**config.mk**
```make
export PLATFORM = sky130hd
export DESIGN_NAME = mandelbrot_texture_shader_core_flat
export DESIGN_NICKNAME = d
export VERILOG_FILES = /design/src/hdl/mts_pkg.sv /design/src/hdl/mts_if.sv /design/src/hdl/mts_mul.sv /design/src/hdl/mandelbrot_texture_shader_core.sv /design/src/flat_wrapper.sv
export SDC_FILE = /design/constraint.sdc
export NUM_CORES = 2
export LEC_CHECK = 0
export ABC_AREA = 1
export BUFFER_PORTS_ARGS = -buffer_cell sky130_fd_sc_hd__buf_4
export CORE_ASPECT_RATIO = 0.8
export CORE_MARGIN = 10
export CORE_UTILIZATION = 40
export CTS_CLUSTER_SIZE = 16
export DETAILED_ROUTE_END_ITERATION = 12
export HOLD_SLACK_MARGIN = 0.02
export SLEW_MARGIN = 20
export SYNTH_ARGS = -nofsm -noshare
export SYNTH_HDL_FRONTEND = slang
export SYNTH_SLANG_ARGS = --single-unit
```
**constraint.sdc**
```tcl
create_clock -name clk -period 16.8 [get_ports clk]
set_input_delay 4.2 -clock clk [delete_from_list [all_inputs] [get_ports clk]]
set_output_delay 4.2 -clock clk [all_outputs]
set_load 0.02 [all_outputs]
```
**src/hdl/mts_pkg.sv**
```systemverilog
// Package: shared constants and types for the Mandelbrot texture shader.
package mts_pkg;
  localparam int FRAC_BITS_DEF  = 24;
  localparam int ITER_WIDTH_DEF = 16;
  localparam logic [15:0] MAX_ITER_RESET = 16'd255;
  localparam logic [1:0] REG_MAX_ITER = 2'd0;
  localparam logic [1:0] FACE_X = 2'd0;
  localparam logic [1:0] FACE_Z = 2'd1;
  localparam logic [1:0] FACE_OTHER = 2'd2;
  localparam logic [1:0] FACE_SPARE = 2'd3;

  typedef struct packed {
    logic [11:0] red;
    logic [11:0] green;
    logic [11:0] blue;
  } rgb_t;
endpackage

```
**src/hdl/mts_if.sv**
```systemverilog
// Valid/ready channel interfaces for hit words and color words.
interface mts_in_if;
  logic        valid;
  logic        ready;
  logic signed [31:0] hit_x;
  logic signed [31:0] hit_y;
  logic signed [31:0] hit_z;
  logic [1:0]  face_axis;
  logic [15:0] light_factor;
  modport source (output valid, hit_x, hit_y, hit_z, face_axis, light_factor, input ready);
  modport sink (input valid, hit_x, hit_y, hit_z, face_axis, light_factor, output ready);
endinterface

interface mts_out_if;
  logic        valid;
  logic        ready;
  logic [11:0] red;
  logic [11:0] green;
  logic [11:0] blue;
  modport source (output valid, red, green, blue, input ready);
  modport sink (input valid, red, green, blue, output ready);
endinterface

```
**src/hdl/mts_mul.sv**
```systemverilog
// Registered signed fixed-point multiplier, product truncated toward zero.
module mts_mul #(
  parameter int W = 32,
  parameter int FB = 24
) (
  input  logic                clk,
  input  logic signed [W-1:0] a,
  input  logic signed [W-1:0] b,
  output logic signed [W-1:0] p
);
  // Operands stay within +-16, so their magnitudes fit in FB + 5 bits.
  localparam int MW = FB + 5;
  logic [MW-1:0] ma, mb;
  logic [2*MW-1:0] prod;
  logic [W-1:0] sh;
  logic neg;
  assign ma = MW'(a[W-1] ? -a : a);
  assign mb = MW'(b[W-1] ? -b : b);
  assign neg = a[W-1] ^ b[W-1];
  assign prod = ma * mb;
  assign sh = W'(prod >> FB);
  always_ff @(posedge clk) begin
    p <= neg ? -$signed(sh) : $signed(sh);
  end
endmodule

```
**src/hdl/mandelbrot_texture_shader_core.sv**
```systemverilog
// Mandelbrot escape-time texture shader core with one shared multiplier.
// From acceptance to the result word the core runs one or two passes. Each pass maps two
// coordinates, each through the remainder loop, and then runs escape tests through the states
// S_SQX, S_SQY, S_XY and S_UPD; then come the divider and the lighting of the three channels.
// Throughput: one word at a time; ready is high only when idle, in the cycle after a result leaves.
// Reset: synchronous active low; max_iterations returns to 255, control goes idle.
module mandelbrot_texture_shader_core #(
  parameter int FRAC_BITS  = mts_pkg::FRAC_BITS_DEF,
  parameter int ITER_WIDTH = mts_pkg::ITER_WIDTH_DEF
) (
  input  logic        clk,
  input  logic        rst_n,
  mts_in_if.sink      in_ch,
  mts_out_if.source   out_ch,
  input  logic        cfg_psel,
  input  logic        cfg_penable,
  input  logic        cfg_pwrite,
  input  logic [1:0]  cfg_paddr,
  input  logic [31:0] cfg_pwdata,
  output logic [31:0] cfg_prdata,
  output logic        cfg_pready
);
  localparam int W = FRAC_BITS + 17;
  localparam logic signed [W-1:0] ONE = W'(64'sd1 <<< FRAC_BITS);
  localparam logic signed [W-1:0] C24 = W'(((64'sd1 <<< FRAC_BITS) * 24 + 5) / 10);
  localparam logic signed [W-1:0] C15 = W'(((64'sd1 <<< FRAC_BITS) * 3) / 2);
  localparam logic signed [W-1:0] C07 = W'(((64'sd1 <<< FRAC_BITS) * 7 + 5) / 10);
  localparam logic signed [W-1:0] C04 = W'(((64'sd1 <<< FRAC_BITS) * 4 + 5) / 10);
  localparam logic signed [W-1:0] ESC = W'((64'sd1 <<< FRAC_BITS) * 100);
  localparam logic signed [W-1:0] CLMP = W'((64'sd1 <<< FRAC_BITS) * 16);
  localparam logic [ITER_WIDTH-1:0] CAP = '1;
  localparam int DW = ITER_WIDTH + 10;

  typedef enum logic [9:0] {
    S_IDLE = 10'b0000000001, S_MAP  = 10'b0000000010, S_REM  = 10'b0000000100,
    S_SQX  = 10'b0000001000, S_SQY  = 10'b0000010000, S_XY   = 10'b0000100000,
    S_UPD  = 10'b0001000000, S_DIV  = 10'b0010000000, S_LITE = 10'b0100000000,
    S_OUT  = 10'b1000000000
  } state_t;

  state_t state_r, state_nxt;
  logic [15:0] max_iter_r;
  logic signed [W-1:0] ax_r, ay_r, az_r;
  logic [1:0] face_r;
  logic [15:0] light_r;
  logic [ITER_WIDTH-1:0] lim_r, n_r;
  logic pass_r, axis_r;
  logic signed [W-1:0] rem_r, cx_r, cy_r, x_r, y_r, xx_r, yy_r;
  logic [DW-1:0] quo_r, num_r, rmd_r;
  logic [5:0] cnt_r;
  logic [1:0] ch_r;
  logic [9:0] rr_v, gg_v, bb_v;
  mts_pkg::rgb_t col_r;
  logic signed [W-1:0] ma, mb, mp;

  mts_mul #(.W(W), .FB(FRAC_BITS)) u_mul (.clk(clk), .a(ma), .b(mb), .p(mp));

  function automatic logic signed [W-1:0] absq(input logic signed [31:0] v);
    logic signed [W-1:0] e;
    e = W'(v);
    if (e < 0) e = -e;
    return e <<< (FRAC_BITS - 16);
  endfunction

  function automatic logic signed [W-1:0] clampv(input logic signed [W-1:0] v);
    if (v > CLMP) return CLMP;
    if (v < -CLMP) return -CLMP;
    return v;
  endfunction

  // Pre-offset and post-offset for the coordinate being mapped.
  logic signed [W-1:0] pre_v, post_v, mag_v;
  logic fx;
  always_comb begin
    fx = (face_r == mts_pkg::FACE_X) || (face_r == mts_pkg::FACE_Z);
    if (!axis_r) mag_v = fx ? (face_r == mts_pkg::FACE_X ? az_r : ax_r) : ax_r;
    else mag_v = fx ? ay_r : az_r;
    // Tags: a = first-kind axis (pre 0/1, post 1.5/0.4), b = other (pre 1.5/2, post 1/0.7).
    if ((fx && !axis_r) || (!fx && axis_r)) begin
      pre_v  = pass_r ? ONE : '0;
      post_v = pass_r ? C04 : C15;
    end else begin
      pre_v  = pass_r ? (ONE <<< 1) : C15;
      post_v = pass_r ? C07 : ONE;
    end
  end

  // Remainder by subtracting 2.4 repeatedly; the magnitude is at most 2^15 so
  // subtract in shifted multiples for a bounded step count.
  logic signed [W-1:0] rem_abs, scaled, mapped;
  always_comb begin
    rem_abs = rem_r[W-1] ? -rem_r : rem_r;
    scaled = pass_r ? W'((rem_r * 3) / 2) : rem_r;
    mapped = scaled - post_v;
  end

  logic signed [W:0] sum2;
  logic signed [W-1:0] xt, yt;
  assign sum2 = {xx_r[W-1], xx_r} + {yy_r[W-1], yy_r};
  assign xt = xx_r - yy_r + cx_r;
  assign yt = (mp <<< 1) + cy_r;

  always_comb begin
    ma = x_r;
    mb = x_r;
    unique case (state_r)
      S_SQY: begin ma = y_r; mb = y_r; end
      S_XY:  begin ma = x_r; mb = y_r; end
      default: begin ma = x_r; mb = x_r; end
    endcase
  end

  logic done_iter;
  assign done_iter = (n_r == lim_r) || (sum2 > {ESC[W-1], ESC});

  logic [DW:0] trial;
  assign trial = {rmd_r[DW-2:0], num_r[DW-1]} - {1'b0, DW'(lim_r)};

  logic [9:0] k, chv;
  logic [25:0] lprod;
  always_comb begin
    k = 10'(767 - quo_r);
    if (k < 10'd256) begin rr_v = 10'(255 - k); gg_v = 10'd255; bb_v = 10'd255; end
    else if (k < 10'd512) begin rr_v = '0; gg_v = 10'(512 - k); bb_v = 10'd255; end
    else begin rr_v = '0; gg_v = '0; bb_v = 10'(768 - k); end
    if (n_r == lim_r) begin rr_v = '0; gg_v = '0; bb_v = '0; end
    case (ch_r)
      2'd0: chv = rr_v;
      2'd1: chv = gg_v;
      default: chv = bb_v;
    endcase
    lprod = chv * light_r;
  end

  logic [11:0] sat;
  assign sat = (lprod[25:12] > 14'd4095) ? 12'hfff : lprod[23:12];

  assign in_ch.ready = (state_r == S_IDLE);
  assign out_ch.valid = (state_r == S_OUT);
  assign out_ch.red = col_r.red;
  assign out_ch.green = col_r.green;
  assign out_ch.blue = col_r.blue;
  assign cfg_pready = 1'b1;
  assign cfg_prdata = (cfg_paddr == mts_pkg::REG_MAX_ITER) ? {16'd0, max_iter_r} : 32'd0;

  always_comb begin
    state_nxt = state_r;
    unique case (state_r)
      S_IDLE: if (in_ch.valid) state_nxt = S_MAP;
      S_MAP:  state_nxt = S_REM;
      S_REM:  if (rem_abs < C24) state_nxt = axis_r ? S_SQX : S_MAP;
      S_SQX:  state_nxt = S_SQY;
      S_SQY:  state_nxt = S_XY;
      S_XY:   state_nxt = S_UPD;
      S_UPD:  if (done_iter) state_nxt = (n_r == lim_r && !pass_r) ? S_MAP : S_DIV;
              else state_nxt = S_SQX;
      S_DIV:  if (cnt_r == 6'(DW)) state_nxt = S_LITE;
      S_LITE: if (ch_r == 2'd2) state_nxt = S_OUT;
      S_OUT:  if (out_ch.ready) state_nxt = S_IDLE;
      default: state_nxt = S_IDLE;
    endcase
  end

  always_ff @(posedge clk) begin
    if (!rst_n) begin
      state_r <= S_IDLE;
      max_iter_r <= mts_pkg::MAX_ITER_RESET;
    end else begin
      state_r <= state_nxt;
      if (cfg_psel && cfg_penable && cfg_pwrite && cfg_paddr == mts_pkg::REG_MAX_ITER)
        max_iter_r <= cfg_pwdata[15:0];
    end
  end

  // Step of the remainder: subtract the largest 2.4 * 2^j not above |r|.
  logic signed [W-1:0] step_v;
  always_comb begin
    step_v = C24;
    for (int j = 1; j < 16; j++)
      if ((C24 <<< j) <= rem_abs && (C24 <<< j) > 0) step_v = C24 <<< j;
  end

  always_ff @(posedge clk) begin
    unique case (state_r)
      S_IDLE: begin
        ax_r <= absq(in_ch.hit_x);
        ay_r <= absq(in_ch.hit_y);
        az_r <= absq(in_ch.hit_z);
        face_r <= in_ch.face_axis;
        light_r <= in_ch.light_factor;
        lim_r <= (ITER_WIDTH >= 16 || max_iter_r <= 16'(CAP)) ? ITER_WIDTH'(max_iter_r) : CAP;
        pass_r <= 1'b0;
        axis_r <= 1'b0;
      end
      S_MAP: rem_r <= mag_v - pre_v;
      S_REM: begin
        if (rem_abs >= C24) rem_r <= rem_r[W-1] ? rem_r + step_v : rem_r - step_v;
        else begin
          if (!axis_r) begin cx_r <= mapped; x_r <= mapped; end
          else begin cy_r <= mapped; y_r <= mapped; n_r <= '0; end
          axis_r <= ~axis_r;
        end
      end
      S_SQY: xx_r <= mp;
      S_XY:  yy_r <= mp;
      S_UPD: begin
        if (!done_iter) begin
          x_r <= clampv(xt);
          y_r <= clampv(yt);
          n_r <= n_r + 1'b1;
        end else if (n_r == lim_r && !pass_r) begin
          pass_r <= 1'b1;
        end
        num_r <= DW'(n_r) * DW'(767);
        rmd_r <= '0;
        quo_r <= '0;
        cnt_r <= '0;
        ch_r <= '0;
      end
      S_DIV: if (cnt_r != 6'(DW)) begin
        if (!trial[DW]) begin rmd_r <= trial[DW-1:0]; quo_r <= {quo_r[DW-2:0], 1'b1}; end
        else begin rmd_r <= {rmd_r[DW-2:0], num_r[DW-1]}; quo_r <= {quo_r[DW-2:0], 1'b0}; end
        num_r <= num_r << 1;
        cnt_r <= cnt_r + 1'b1;
      end
      S_LITE: begin
        case (ch_r)
          2'd0: col_r.red <= sat;
          2'd1: col_r.green <= sat;
          default: col_r.blue <= sat;
        endcase
        ch_r <= ch_r + 1'b1;
      end
      default: ;
    endcase
  end

  a_out_hold: assert property (@(posedge clk) disable iff (!rst_n)
    out_ch.valid && !out_ch.ready |=> out_ch.valid && $stable(col_r))
    else $error("result word changed while stalled");
  a_busy: assert property (@(posedge clk) disable iff (!rst_n)
    in_ch.valid && in_ch.ready |=> !in_ch.ready)
    else $error("accepted word while busy");
  a_iter: assert property (@(posedge clk) disable iff (!rst_n)
    state_r == S_UPD |-> n_r <= lim_r)
    else $error("iteration count beyond limit");
endmodule

```
**src/flat_wrapper.sv**
```systemverilog
// flat-port wrapper written by rule: the top's interface ports become plain ports
module mandelbrot_texture_shader_core_flat 
#(
  parameter int FRAC_BITS  = mts_pkg::FRAC_BITS_DEF,
  parameter int ITER_WIDTH = mts_pkg::ITER_WIDTH_DEF
)
  (clk, rst_n, cfg_psel, cfg_penable, cfg_pwrite, cfg_paddr, cfg_pwdata, cfg_prdata, cfg_pready, in_ch_valid, in_ch_hit_x, in_ch_hit_y, in_ch_hit_z, in_ch_face_axis, in_ch_light_factor, in_ch_ready, out_ch_valid, out_ch_red, out_ch_green, out_ch_blue, out_ch_ready);
  mts_in_if in_ch_i ();
  mts_out_if out_ch_i ();
  input  logic clk;
  input  logic rst_n;
  input  logic cfg_psel;
  input  logic cfg_penable;
  input  logic cfg_pwrite;
  input  logic [1:0] cfg_paddr;
  input  logic [31:0] cfg_pwdata;
  output logic [31:0] cfg_prdata;
  output logic cfg_pready;
  input wire logic [$bits(in_ch_i.valid)-1:0] in_ch_valid;
  input wire logic [$bits(in_ch_i.hit_x)-1:0] in_ch_hit_x;
  input wire logic [$bits(in_ch_i.hit_y)-1:0] in_ch_hit_y;
  input wire logic [$bits(in_ch_i.hit_z)-1:0] in_ch_hit_z;
  input wire logic [$bits(in_ch_i.face_axis)-1:0] in_ch_face_axis;
  input wire logic [$bits(in_ch_i.light_factor)-1:0] in_ch_light_factor;
  output wire logic [$bits(in_ch_i.ready)-1:0] in_ch_ready;
  output wire logic [$bits(out_ch_i.valid)-1:0] out_ch_valid;
  output wire logic [$bits(out_ch_i.red)-1:0] out_ch_red;
  output wire logic [$bits(out_ch_i.green)-1:0] out_ch_green;
  output wire logic [$bits(out_ch_i.blue)-1:0] out_ch_blue;
  input wire logic [$bits(out_ch_i.ready)-1:0] out_ch_ready;
  assign in_ch_i.valid = in_ch_valid;
  assign in_ch_i.hit_x = in_ch_hit_x;
  assign in_ch_i.hit_y = in_ch_hit_y;
  assign in_ch_i.hit_z = in_ch_hit_z;
  assign in_ch_i.face_axis = in_ch_face_axis;
  assign in_ch_i.light_factor = in_ch_light_factor;
  assign in_ch_ready = in_ch_i.ready;
  assign out_ch_valid = out_ch_i.valid;
  assign out_ch_red = out_ch_i.red;
  assign out_ch_green = out_ch_i.green;
  assign out_ch_blue = out_ch_i.blue;
  assign out_ch_i.ready = out_ch_ready;
  mandelbrot_texture_shader_core #(.FRAC_BITS(FRAC_BITS), .ITER_WIDTH(ITER_WIDTH)) u_core (.clk(clk), .rst_n(rst_n), .in_ch(in_ch_i), .out_ch(out_ch_i), .cfg_psel(cfg_psel), .cfg_penable(cfg_penable), .cfg_pwrite(cfg_pwrite), .cfg_paddr(cfg_paddr), .cfg_pwdata(cfg_pwdata), .cfg_prdata(cfg_prdata), .cfg_pready(cfg_pready));
endmodule
```
Yosys cells after proc, flatten, opt, wreduce, memory -nomap -nowiden
Cells that the tools add are included.
- input bits: 155
- flip-flop bits (word level): 610
- muxes and demuxes: 107
- multipliers: 4
- reduce and logical (&&, ||, !) cells: 35
- add/subtract/negate cells: 24
- equality and inequality tests: 29
- bitwise gates (word level): 5
- order comparisons: 27
- operators by type and width (cell ; count):
    $mux 41 ; 26
    $pmux 41 s2 ; 3
    $sub 41x41->41 ; 4
    $mux 10 ; 15
    $mux 33 ; 4
    $mux 25 ; 5
    $add 41x41->41 ; 3
    $pmux 10 s10 ; 1
    $neg 32->33 ; 3
    $lt 32x1->1 const B ; 3
    $mux 29 ; 3
    $gt 41x30->1 const B ; 2
    $lt 41x29->1 const B ; 2
    $mux 34 ; 2
    $mux 16 ; 4
    $mul 29x29->58 ; 1
    $neg 29->29 ; 2
    $mux 26 ; 2
    $pmux 26 s2 ; 1
    $pmux 25 s2 ; 1
    $add 41x41->42 ; 1
    $gt 42x31->1 const B ; 1
    $add 41x1->41 ; 1
    $ge 41x27->1 const B ; 1
    other kinds (80) ; 140

Logic depth before layout (Yosys ltp)
- depth after elaboration: 21
- mapped depth: 63

By module
From an unflattened synthesis, not the netlist that was laid out.
- cells, all modules: 11715
- area total of the unflattened synthesis: 88245.9 um2
- modules (own cells, without submodules) (module ; area an instance (um2) ; seq. area each (um2) ; instances ; cells each):
    mandelbrot_texture_shader_core ; 56120.1 ; 16796.1 ; 1 ; 7351
    mts_mul ; 32125.8 ; 820.8 ; 1 ; 4364

Worst setup path after synthesis
OpenSTA, ideal clock, no wires.
- path type: register to register
- start point: register u_core.state_r[0]
- end point: register u_core.u_mul.p[28]
- period minus slack after synthesis: 9831 ps
- arrival time: 9722 ps
- path slack: 6969 ps
- cell stages (with the launch flop): 62
- setup time: 109 ps
- cell sequence: dfxtp_1 > nor2_2 > nand2_2 > inv_2 > nand3_2 > nand2_2 > inv_1 > nand2_1 > o21ai_2 > inv_1 > clkbuf_1 > ha_1 > inv_1 > nor2_1 > inv_1 > nor2_1 > inv_1 > nor2_1 > [... 26 more ...] > a31oi_1 > inv_1 > a21oi_1 > o21ai_0 > inv_1 > nand2_1 > xor2_1 > inv_1 > ha_1 > nand4_1 > nor2_1 > nand3_1 > nor2_1 > nand3_1 > nand2_1 > nand2_1 > nand2_1 > inv_1
- cells in the longest elaborated chain, start to end: 8
- elaborated cells on any way between the ends: 13
- ends and longest elaborated chain (item ; RTL line ; source):
    from (decl) ; mandelbrot_texture_shader_core.sv:41 ; state_t state_r, state_nxt;
    from (signal assigned) ; mandelbrot_texture_shader_core.sv:169 ; state_r <= state_nxt;
    $eq 10x5->1 or $eq 10x6->1 (tied branches) ; mandelbrot_texture_shader_core.sv:106 ; unique case (state_r)
    $reduce_or 2->1 (no line) ; n/a ;
    $mux 41 ; mandelbrot_texture_shader_core.sv:106 ;
    $neg 29->29 ; mts_mul.sv:18 ; assign mb = MW'(b[W-1] ? -b : b);
    $mux 29 ; mts_mul.sv:18 ;
    $mul 29x29->58 ; mts_mul.sv:20 ; assign prod = ma * mb;
    $neg 34->41 ; mts_mul.sv:23 ; p <= neg ? -$signed(sh) : $signed(sh);
    $mux 34 * ; mts_mul.sv:23 ;
    to (signal assigned) ; mts_mul.sv:23 ;
    to (decl) ; mts_mul.sv:9 ; output logic signed [W-1:0] p
Every way passes the cells marked *; elsewhere a longest branch is shown, timed or not.
A chain may end at the register's enable or synchronous reset.

Worst setup path in the final report
- start point: register u_core.state_r[9]
- end point: register u_core.u_mul.p[40]
- cells in the longest elaborated chain, start to end: 7
- elaborated cells on any way between the ends: 12
- ends and longest elaborated chain (item ; RTL line):
    $eq 10x5->1 or $eq 10x6->1 (tied branches) ; mandelbrot_texture_shader_core.sv:106
    $reduce_or 2->1 (no line) ; n/a
    $mux 41 ; mandelbrot_texture_shader_core.sv:106
    $neg 29->29 ; mts_mul.sv:18
    $mux 29 ; mts_mul.sv:18
    $mul 29x29->58 ; mts_mul.sv:20
    $neg 34->41 ; mts_mul.sv:23
Several ways; a longest one is shown, not always the timed one.

==> impl_metrics.ini <==
[outcome]
status = completed

[setup_path]
crit_start = u_core.state_r[9]
cp.required_ns = 17.33
slowest_delay_ns = 0.55
end_kind = flop
arrival_ns = 13.48
worstSetupPathType = reg -> reg
cp-start-kind = flop
cpMostUsedCell = inv_1
crit_fanout = 91
critPathSlowestCell = nor2_2
crit_family = adder cells
reg2reg_from = u_core.state_r[9]
worst-path-buf-inv = 13

[timing]
skew_ns = 0.0403
fin_crit_ns = 12.95
setup_viol = 0
worst_pin_slew_ns = 1.25
fmax_ghz = 0.0772
setup_ws_ns = 3.85
rsz0062_at_grt = no
min_period_over_period = 0.771
final.setup.tns_ns = 0
maxSlewViolCount = 0
relSlewSlack = 0.166
hold_viol_final = 0

[route]
wl_met2_mm = 129
wl_per_cell_um = 21.3
routed_wl_mm = 313
viasPerCell = 5.35
drtPass1Iterations = 7
drt-initial-drc-count = 7689
drc = 0
drtAntennaViolNets = 0
wl_met1_mm = 146
top_layer = met5
vias = 78570
dr_wl_met3_mm = 30.3

[cells_and_area]
nets = 13633
drive_above_1_share = 0.0456
final_cells = 14687
syn_to_final_growth_pct = 8.26

[place]
gp_congestion = 1.02
hpwl_mm = 260
io_buffers = 192
pre_cts_slack_ns = 4.02
place_inst = 14558

[yosys]
syn-cell-area_sq_um = 87100
synth_top_family_by_area = adder cells
synth-simple-area-share = 0.233
synthArstFlopShare = 0
synth_area_leaders = fa_1, edfxtp_1, ha_1
synthMuxAreaShare = 0.000503
netlist_instances = 11626
synth_warnings = 0
synth_top_area_share = 0.220
ys_types = 74
seq_area_frac_synth = 0.195
synth_most_common_cell = nand2_1
synth_flop_cell = edfxtp_1
synthXorXnorAreaFrac = 0.0410
synth-seq-cells = 587
syn_area_per_cell_sq_um = 7.49
synthAdderAreaFrac = 0.329
synth_largest_area_cell = fa_1
synth-edff-count = 520
synthTopCellsByCount = nand2_1, inv_1, nor2_1, fa_1, ha_1
synth-compound-area-share = 0.0855

[clocking]
clockBufferDepth = 3
cts_setup_buffers = 0
hold_buffers = 0
clock_latency_ns = 0.72
htreeDepth = 3
cts_tree = yes
cts.reportedPaths.clkPinSlew_ns = 0.06
cts.sinks = 587
numCtsBuffers = 72
cts_resized = 0
cts_root_buf = clkbuf_16

[global_route]
grt_pass1_vias = 76473
grt_pass1_wl_mm = 473
grt_overflow_total = 0
grt_max_degree = 92
antenna_found_initial = 12
grt_use_total = 0.257

[hold_path]
min_from = u_core.max_iter_r[11]
hold_path.class = reg -> reg

[die]
die-area_sq_um = 237000
die_h_um = 437
core-area_sq_um = 217000
start_util = 0.401
io_pins = 226
num_rows = 153
die_w_um = 542

[power]
powerDensity_nw_per_um2 = 82.6
swShare = 0.468
clockPowerShare = 0.205
leakage_uw = 0.0473
pwr-share-comb = 0.506
total_power_uw = 7790
p_sw_uw = 3640
seqPwrFrac = 0.289
p_int_uw = 4150
peakVddDrop_mv = 0.140

[run]
cap_violations = 0
[stage by stage]
step | util | hold slack [ns] | cell area (sq um)
6_report | 0.435 | 0.430 | 94300
5_1_grt | 0.435 | 0.442 | 94300
4_1_cts | 0.435 | 0.427 | 94300
3_5_place_dp | 0.424 | 0.413 | 92000
3_3_place_gp | 0.424 | 0.419 | 92000
2_1_floorplan | - | 0.404 | 87200
[sequential cells by signal (all words and copies together) (netlist names), 30 cells and up]
signal	flops
u_core.rem_r	40
u_core.cy_r	41
u_core.yy_r	41
u_core.u_mul.p	41
u_core.xx_r	41
u_core.y_r	30
u_core.cx_r	41
u_core.ax_r	33
u_core.ay_r	33
u_core.az_r	33
u_core.x_r	30
[power groups by stage]
stage / Combinational (uW) / Sequential [uW] / Clock (uW)
3_3_place_gp: 3820 / 2270 / 0
6_report: 3940 / 2250 / 1600
2_1_floorplan: 2460 / 2230 / 0
5_1_grt: 4320 / 2270 / 1690
4_1_cts: 3880 / 2250 / 1640
3_5_place_dp: 3860 / 2280 / 0
[final cells by class]
| cell class | count | area, sq um |
|---|---|---|
| fillers | 22241 | 123000 |
| clock buffers | 93 | 1960 |
| multi-input cells | 8422 | 60200 |
| well taps | 2867 | 3590 |
| inverters | 2375 | 8920 |
| repair buffers | 307 | 2310 |
| diodes | 1 | 2.50 |
| clock inverters | 35 | 384 |
| flip-flops and latches | 587 | 17000 |
[layout by cell type, fill, tap and decap left out, drive strengths merged, types with 4 or more instances in the layout]
master   netlist  layout
nand2       2530    2530
inv         2355    2361
nor2        1476    1476
fa           959     959
ha           754     754
a21oi        566     566
edfxtp       520     520
nand3        474     474
o21ai        470     470
buf           83     307
xor2         266     266
nand4        158     158
nor3         145     145
xnor2        139     139
clkbuf       179      93
dfxtp         67      67
nor4          67      67
a31oi         59      59
o21a          48      48
clkinv        20      41
o211ai        40      40
o22ai         32      32
or2           29      29
nand3b        28      28
o21bai        25      25
a21o          22      22
conb           2      22
o221ai        15      15
and2          14      14
nor3b         14      14
o31ai         12      12
a21boi        11      11
a211oi         9       9
a221oi         6       6
bufinv         0       5
o2111ai        4       4
[metal layers]
layer / vias up / GRT usage
met2: 3287 / 0.376
met1: 38295 / 0.390
li1: 36636 / -
met5: - / 0
met4: 2 / 0.0536
met3: 350 / 0.0520
[worst reg2reg max path: cells and delay by family, from the launching register on]
family / cells / cell delay (ns)
flops: 1 / 0.33
xor+xnor: 1 / 0.19
compound gates: 6 / 1.36
simple gates: 22 / 4.32
fa+ha+maj: 10 / 4.63
buf+inv: 13 / 1.93
[worst paths after layout]
kind | slack, ns | cells after the start | endpoint
setup reg to reg | 3.85 | 52 | u_core.u_mul.p[40]
hold reg to reg | 0.43 | 0 | u_core.lim_r[11]
setup / recovery | 3.85 | 52 | u_core.u_mul.p[40]
hold / removal | 0.43 | 0 | u_core.lim_r[11]
[cell families after synthesis]
kind of cell	after synthesis
fa+ha+maj	1713
compound gates	1340
other cells	2
buf+inv	2637
flops	587
simple gates	4938
mux	4
xor+xnor	405
Note: power is estimated with default switching activity, not from simulation.
